**config.mk**
```make
export PLATFORM = sky130hd
export DESIGN_NAME = rbsi_merge
export DESIGN_NICKNAME = d
export VERILOG_FILES = /design/src/rbsi_pkg.sv /design/src/rbsi_merge.sv
export SDC_FILE = /design/constraint.sdc
export NUM_CORES = 2
export LEC_CHECK = 0
export BUFFER_PORTS_ARGS = -buffer_cell sky130_fd_sc_hd__buf_2
export CORE_ASPECT_RATIO = 0.5
export CORE_MARGIN = 2
export CORE_UTILIZATION = 45
export DETAILED_ROUTE_END_ITERATION = 10
export GPL_TIMING_DRIVEN = 0
export SLEW_MARGIN = 20
export SYNTH_ARGS = -nofsm -noshare
export SYNTH_HDL_FRONTEND = slang
export SYNTH_SLANG_ARGS = --single-unit
```
**constraint.sdc**
```tcl
create_clock -name i_clk -period 9.91 [get_ports i_clk]
set_input_delay 0.991 -clock i_clk [delete_from_list [all_inputs] [get_ports i_clk]]
set_output_delay 0.991 -clock i_clk [all_outputs]
set_load 0.005 [all_outputs]
```
**src/rbsi_pkg.sv**
```systemverilog
`timescale 1ns / 1ps
package rbsi_pkg;

    // Restoring divider: one overflow check stage, then one quotient bit per stage.
    localparam int DIV_QBITS = 32;
    localparam int DIV_LAT   = DIV_QBITS + 1;
    // Cycles spent in the merge unit behind the lanes.
    localparam int MERGE_LAT = 2;
    localparam int NUM_LANES = 6;

    localparam logic [2:0] FACE_NONE = 3'd6;

    localparam logic signed [31:0] S32_MAX = 32'sh7FFF_FFFF;
    localparam logic signed [31:0] S32_MIN = 32'sh8000_0000;

    // Result of the slab merge, handed from the merge unit to the point stage.
    typedef struct packed {
        logic               hit;
        logic signed [31:0] distance;
        logic [2:0]         face;
    } t_hit_info;

endpackage

```
**src/rbsi_merge.sv**
```systemverilog
`timescale 1ns / 1ps
module rbsi_merge (
    input  logic                      i_clk,
    input  logic                      i_en,
    input  logic signed [31:0]        i_t [0:rbsi_pkg::NUM_LANES-1],
    input  logic [15:0]               i_tol,
    output rbsi_pkg::t_hit_info       o_info
);
    import rbsi_pkg::*;

    logic signed [31:0] w_mn [0:2];
    logic signed [31:0] w_mx [0:2];
    logic signed [31:0] w_near;
    logic signed [31:0] w_far;

    logic signed [31:0] r_t [0:NUM_LANES-1];
    logic signed [31:0] r_near;
    logic signed [31:0] r_far;

    logic               w_hit;
    logic signed [31:0] w_dist;
    logic [2:0]         w_face;
    logic signed [32:0] w_df;
    logic [32:0]        w_ad;

    always_comb begin
        for (int a = 0; a < 3; a++) begin
            w_mn[a] = (i_t[2*a] < i_t[2*a+1]) ? i_t[2*a] : i_t[2*a+1];
            w_mx[a] = (i_t[2*a] > i_t[2*a+1]) ? i_t[2*a] : i_t[2*a+1];
        end
        w_near = (w_mn[0] > w_mn[1]) ? w_mn[0] : w_mn[1];
        w_near = (w_near > w_mn[2]) ? w_near : w_mn[2];
        w_far  = (w_mx[0] < w_mx[1]) ? w_mx[0] : w_mx[1];
        w_far  = (w_far < w_mx[2]) ? w_far : w_mx[2];
    end

    always_ff @(posedge i_clk) begin
        if (i_en) begin
            r_t    <= i_t;
            r_near <= w_near;
            r_far  <= w_far;
        end
    end

    always_comb begin
        w_hit  = !(r_far < 32'sd0 || r_far < r_near);
        w_dist = (r_near < 32'sd0) ? r_far : r_near;
        w_face = FACE_NONE;
        w_df   = '0;
        w_ad   = '0;
        // Later planes win, so the scan keeps the last match.
        for (int i = 0; i < NUM_LANES; i++) begin
            w_df = {w_dist[31], w_dist} - {r_t[i][31], r_t[i]};
            w_ad = w_df[32] ? 33'(-w_df) : 33'(w_df);
            if (w_ad <= {17'b0, i_tol}) begin
                w_face = 3'(i);
            end
        end
    end

    always_ff @(posedge i_clk) begin
        if (i_en) begin
            o_info.hit      <= w_hit;
            o_info.distance <= w_hit ? w_dist : 32'sd0;
            o_info.face     <= w_hit ? w_face : FACE_NONE;
        end
    end

endmodule
```
Yosys cells after proc, flatten, opt, wreduce, memory -nomap -nowiden --
Index checks and enable logic that the tools add are counted. W data, S select, Z words.
Storage, ports and cells: ROM bits 0, bits in latches 0, bits in registers 292, memories 0, logic and storage cells 69, memory bits (writable) 0
Cells by class: $lt $le $gt $ge 19, div/mod/pow operators 0, bitwise logic cells 0, shift operators 0, mux-type cells 23, reductions and logical operators 3, equal/unequal tests 0, multiply operators 0, $add $sub $neg 12
Operator list (number):
- $mux W32 | 11
- $le A33 B16 Y1 | 6
- $mux W33 | 6
- $neg A33 Y33 | 6
- $sub A32 B32 Y33 | 6
- $lt A32 B32 Y1 | 6
- $gt A32 B32 Y1 | 5
- $lt A32 B1 Y1 const B | 2
- $mux W3 | 4
- $mux W2 | 2
- $reduce_or A3 Y1 | 1
- $logic_not A1 Y1 | 1
- $logic_or A1 B1 Y1 | 1

Logic depth before layout (Yosys ltp) --
depth after elaboration 12, depth in mapped cells 44, mapped depth without buffers 41

Least setup slack after synthesis --
No wires, ideal clock.
path type input to register, start point in i_t[149] (netlist bit), end point reg r_far[10] (data pin), stages on the path 42, data arrival time 8.886 ns, buffers on the path 3, library setup time 0.265 ns, slack 0.759 ns, cell sequence inv_1 -> ha_1 -> a21o_1 -> a21o_1 -> a21oi_1 -> o21ai_0 -> a211oi_1 -> mux2i_1 -> a22oi_1 -> clkbuf_1 -> mux2i_1 -> inv_1 -> ha_1 -> a21o_1 -> a21o_1 -> a21o_1 -> a21o_1 -> a21o_1 -> [6 not listed] -> o21ai_0 -> a21o_1 -> inv_1 -> ha_1 -> a21o_1 -> a21o_1 -> a21oi_1 -> nor2b_1 -> o21ai_0 -> nand2b_1 -> a21oi_1 -> nor2b_1 -> o21ai_0 -> nand4_1 -> or3_1 -> o31ai_1 -> buf_2 -> mux2i_1
On the way: longest elaborated chain between the ends 6
RTL lines:
- start, declared | line rbsi_merge.sv:5 | input logic signed [31:0] i_t [0:rbsi_pkg::NUM_LANES-1],
- $gt A32 B32 Y1 | line rbsi_merge.sv:29 | w_mx[a] = (i_t[2*a] > i_t[2*a+1]) ? i_t[2*a] : i_t[2*a+1];
- $mux W32 * | line rbsi_merge.sv:29
- $lt A32 B32 Y1 | line rbsi_merge.sv:33 | w_far = (w_mx[0] < w_mx[1]) ? w_mx[0] : w_mx[1];
- $mux W32 * | line rbsi_merge.sv:33
- $lt A32 B32 Y1 | line rbsi_merge.sv:34 | w_far = (w_far < w_mx[2]) ? w_far : w_mx[2];
- $mux W32 * | line rbsi_merge.sv:34
- named net w_far[10] | line rbsi_merge.sv:14 | logic signed [31:0] w_far;
- end signal, assigned | line rbsi_merge.sv:41 | r_far <= w_far;
- end, declared | line rbsi_merge.sv:18 | logic signed [31:0] r_far;
The timed path passes the listed nets; every way through them passes the cells marked *. A chain may end at the register's enable or synchronous reset.

Final worst setup path --
start point in i_t[149] (netlist bit), end point reg r_near[7] (data pin)
On the way: longest elaborated chain between the ends 6
RTL lines:
- $lt A32 B32 Y1 | line rbsi_merge.sv:28 | w_mn[a] = (i_t[2*a] < i_t[2*a+1]) ? i_t[2*a] : i_t[2*a+1];
- $mux W32 * | line rbsi_merge.sv:28
- $gt A32 B32 Y1 | line rbsi_merge.sv:31 | w_near = (w_mn[0] > w_mn[1]) ? w_mn[0] : w_mn[1];
- $mux W32 * | line rbsi_merge.sv:31
- $gt A32 B32 Y1 | line rbsi_merge.sv:32 | w_near = (w_near > w_mn[2]) ? w_near : w_mn[2];
- $mux W32 * | line rbsi_merge.sv:32
- named net w_near[7] | line rbsi_merge.sv:13 | logic signed [31:0] w_near;
- end signal, assigned | line rbsi_merge.sv:40 | r_near <= w_near;
- end, declared | line rbsi_merge.sv:17 | logic signed [31:0] r_near;
Marks and branches as above.

==> results.py <==
metrics = {
    "clocking": {
        "clock_latency_ns": 0.66,
        "htreeDepth": 1,
        "cts_buffers": 30,
        "cts.sinks": 292,
        "cts.clk_slew.worst_paths_ns": 0.07,
        "root_buffer": "clkbuf_16",
        "cts_buffer_depth": 3,
        "ctsHoldBuffers": 0,
        "cts_tree": "yes",
    },
    "drt": {
        "routed_via_density": 6.289,
        "drc": 0,
        "ant_nets": 0,
        "wirelength_mm": 168.6,
        "dr.first_iter.drc_count": 4474,
        "wl_per_cell_um": 26.37,
        "dr_total_vias": 40210,
        "first_pass_iters": 6,
    },
    "synthesis": {
        "synth_edf_count": 292,
        "synth_cells": 4857,
        "synth-main-ff-cell": "edfxtp_1",
        "yosys_warnings": 0,
        "synth-seq-cells": 292,
        "synth.distinct_cells": 105,
        "syn-num-nets": 5620,
        "synthArstFlopShare": 0,
        "yosysSeqAreaShare": 0.2187,
        "netlist_area_um2": 40090,
        "synth_area_per_cell_um2": 8.254,
    },
    "grt": {
        "first_global_vias": 37253,
        "grt_max_degree": 106,
        "grt_first_pass_wirelength_mm": 243.3,
        "antenna_found_initial": 34,
        "grt_util_all_layers": 0.3579,
        "overflow": 0,
    },
    "power": {
        "p_per_area_nw_per_um2": 414.5,
        "seq_power_share": 0.094,
        "vdd.ir_drop.worst_mv": 0.2340,
        "p_sw_uw": 10350,
        "switching_share": 0.5551,
        "power.leakage_uw": 0.02089,
        "pwr-share-comb": 0.842,
        "clock_power_share": 0.063,
        "finalPower_uw": 18650,
        "p_int_uw": 8297,
    },
    "floorplan": {
        "coreArea_um2": 88250,
        "die_area_um2": 91630,
        "std_cell_rows": 77,
        "ios": 246,
        "chipHeight_um": 215.1,
        "dieWidth_um": 426.1,
        "start_util": 0.4543,
    },
    "placed_design": {
        "hpwl_mm": 138.8,
        "gp_congestion": 1.057,
        "placedCellCount": 6318,
        "io_buffers": 245,
        "dp_slack_ns": -2.420,
    },
    "timing": {
        "fmax_mhz": 103.9,
        "slew_headroom": 0.1459,
        "finClkSkew_ns": 0.06225,
        "post-route-period-util": 0.9710,
        "fin_ws_ns": 0.2871,
        "setup_viol": 0,
        "hold_viol_final": 0,
        "slew_violations": 0,
        "worst_pin_slew_ns": 1.269,
        "fin_crit_ns": 9.623,
    },
    "final_layout": {
        "stdcell_count": 6394,
        "area_delta_synth_final_pct": 12.24,
        "drive_gt1_frac": 0.1107,
        "fin_nets": 5934,
    },
    "critical_path": {
        "cp-start-kind": "primary input",
        "cpMostUsedCell": "a21o_1",
        "critPathCaptureType": "register",
        "crit_required_ns": 10.39,
        "criticalPathCategory": "in -> reg",
        "cpPeakStageDelay_ns": 0.54,
        "cp.arrival_ns": 10.10,
        "crit_fanout": 10,
        "crit_slowest_cell": "buf_1",
    },
    "run_status": {
        "status": "finished, final reports clean",
    },
    "min_path": {
        "min_path_type": "in -> reg",
    },
    "flow_run": {
        "maxCapViolCount": 0,
    },
}
critical path, delay by kind of cell:
| kind | cells | cell delay (ns) |
|---|---|---|
| muxes | 4 | 1.01 |
| adders and majority gates | 3 | 0.98 |
| buffers and inverters | 8 | 2.05 |
| xor gates and xnor gates | 1 | 0.19 |
| AOI/OAI and AO/OA | 16 | 3.14 |
| and+or+nand+nor | 8 | 1.67 |
power by group through the flow:
stage | clock network (µW) | registers [µW] | logic (µW)
2_1_floorplan | 0 | 1750 | 10800
3_3_place_gp | 0 | 1790 | 14500
3_5_place_dp | 0 | 1780 | 15200
4_1_cts | 1190 | 1760 | 15300
5_1_grt | 1240 | 1780 | 17200
6_report | 1180 | 1760 | 15700
synth_stat cells (17+ instances only):
| library cell | count | area, µm² |
|---|---|---|
| a2111oi_0 | 20 | 175.2 |
| a211o_1 | 29 | 254.0 |
| a211oi_1 | 68 | 510.5 |
| a21o_1 | 214 | 1607 |
| a21oi_1 | 375 | 1877 |
| a31o_2 | 18 | 157.7 |
| a31oi_1 | 55 | 344.1 |
| and2_1 | 83 | 519.3 |
| and3_1 | 47 | 294.0 |
| and4_1 | 22 | 192.7 |
| clkbuf_1 | 123 | 461.7 |
| edfxtp_1 | 292 | 8768 |
| ha_1 | 547 | 6844 |
| inv_1 | 554 | 2079 |
| mux2_2 | 69 | 777.0 |
| mux2i_1 | 218 | 2182 |
| nand2_1 | 235 | 882.1 |
| nand2b_1 | 49 | 306.5 |
| nand3_1 | 139 | 695.7 |
| nand4_1 | 102 | 638.1 |
| nor2_1 | 291 | 1092 |
| nor2b_1 | 67 | 419.2 |
| nor3_1 | 90 | 450.4 |
| nor4_1 | 44 | 275.3 |
| o2111ai_1 | 17 | 148.9 |
| o211a_1 | 17 | 170.2 |
| o211ai_1 | 48 | 360.4 |
| o21a_1 | 67 | 503.0 |
| o21ai_0 | 258 | 1291 |
| o21ai_1 | 25 | 125.1 |
| o21bai_1 | 25 | 187.7 |
| o22ai_1 | 46 | 287.8 |
| o31ai_1 | 19 | 142.6 |
| or2_2 | 31 | 193.9 |
| or3_1 | 38 | 237.7 |
| xnor2_1 | 123 | 1077 |
| xor2_1 | 70 | 613.1 |
stage by stage:
step | setup TNS, ns | hold WS (ns) | utilization | area [µm²]
2_1_floorplan | 0 | 0.6807 | - | 40090
3_3_place_gp | -110.32 | 0.9904 | 0.4850 | 42800
3_5_place_dp | -109.38 | 0.8386 | 0.4957 | 43740
4_1_cts | 0 | 0.5366 | 0.5077 | 44810
5_1_grt | -0.2179 | 0.5468 | 0.5096 | 44980
6_report | 0 | 0.5645 | 0.5099 | 45000
state kept, by name (all words and copies together), names as in the netlist:
| register | cells |
|---|---|
| r_near | 32 |
| r_far | 32 |
| o_info | 36 |
| r_t | 192 |
routing by layer:
metal / GRT usage / up-vias / routed length (µm)
li1: - / 18822 / -
met1: 0.5072 / 19300 / 74800
met2: 0.5260 / 1802 / 69690
met3: 0.09030 / 276 / 17980
met4: 0.1201 / 10 / 6095
met5: 0 / - / 70
cell type report:
type | instances | area, µm²
Multi-Input combinational cell | 3857 | 29030
Inverter | 554 | 2079
Antenna cell | 15 | 37.54
Clock inverter | 22 | 212.7
Clock buffer | 33 | 762.0
Buffer | 153 | 681.9
Timing Repair Buffer | 283 | 1937
Tap cell | 1185 | 1483
Fill cell | 8557 | 43250
Sequential cell | 292 | 8768
worst paths after layout:
path | to | cells after the start | startpoint | slack, ns
setup / recovery | r_near[7] | 40 | i_t[149] | 0.29
hold / removal | r_t[29] | 1 | i_t[29] | 0.56
setup reg to reg | o_info[1] | 30 | r_near[31] | 0.43
hold reg to reg | o_info[6] | 3 | r_far[3] | 0.84
kinds of logic after synthesis:
kind of cell,count (synthesis),share of synthesized area
XOR/XNOR,193,0.04217
buffers and inverters,708,0.06710
adder cells (fa/ha/maj),553,0.1737
AND/OR/NAND/NOR,1332,0.1766
flip-flops,292,0.2187
multiplexers,288,0.07409
AO/OA/AOI/OAI,1491,0.2476
placed cells by master, fill, tap and decap left out, types with 69 or more instances in the layout:
cell type  instances
o21ai_0          227
mux2_2            69
nand3_1          139
buf_2            256
inv_1            554
ha_1             546
xnor2_1          123
edfxtp_1         292
and2_1            83
nand2_1          235
clkbuf_1         107
a21o_1           214
xor2_1            70
nor3_1            90
a21oi_1          374
nand4_1          102
nor2_1           291
mux2i_1          211
repair_timing:
item | 4_1_cts | 5_1_grt
setup buffers | 2 | 5
endpoints found under the setup margin | 62 | 64
gates resized for setup | 25 | 47
pin swaps | 1 | 3
(Power assumes the default switching activity.)
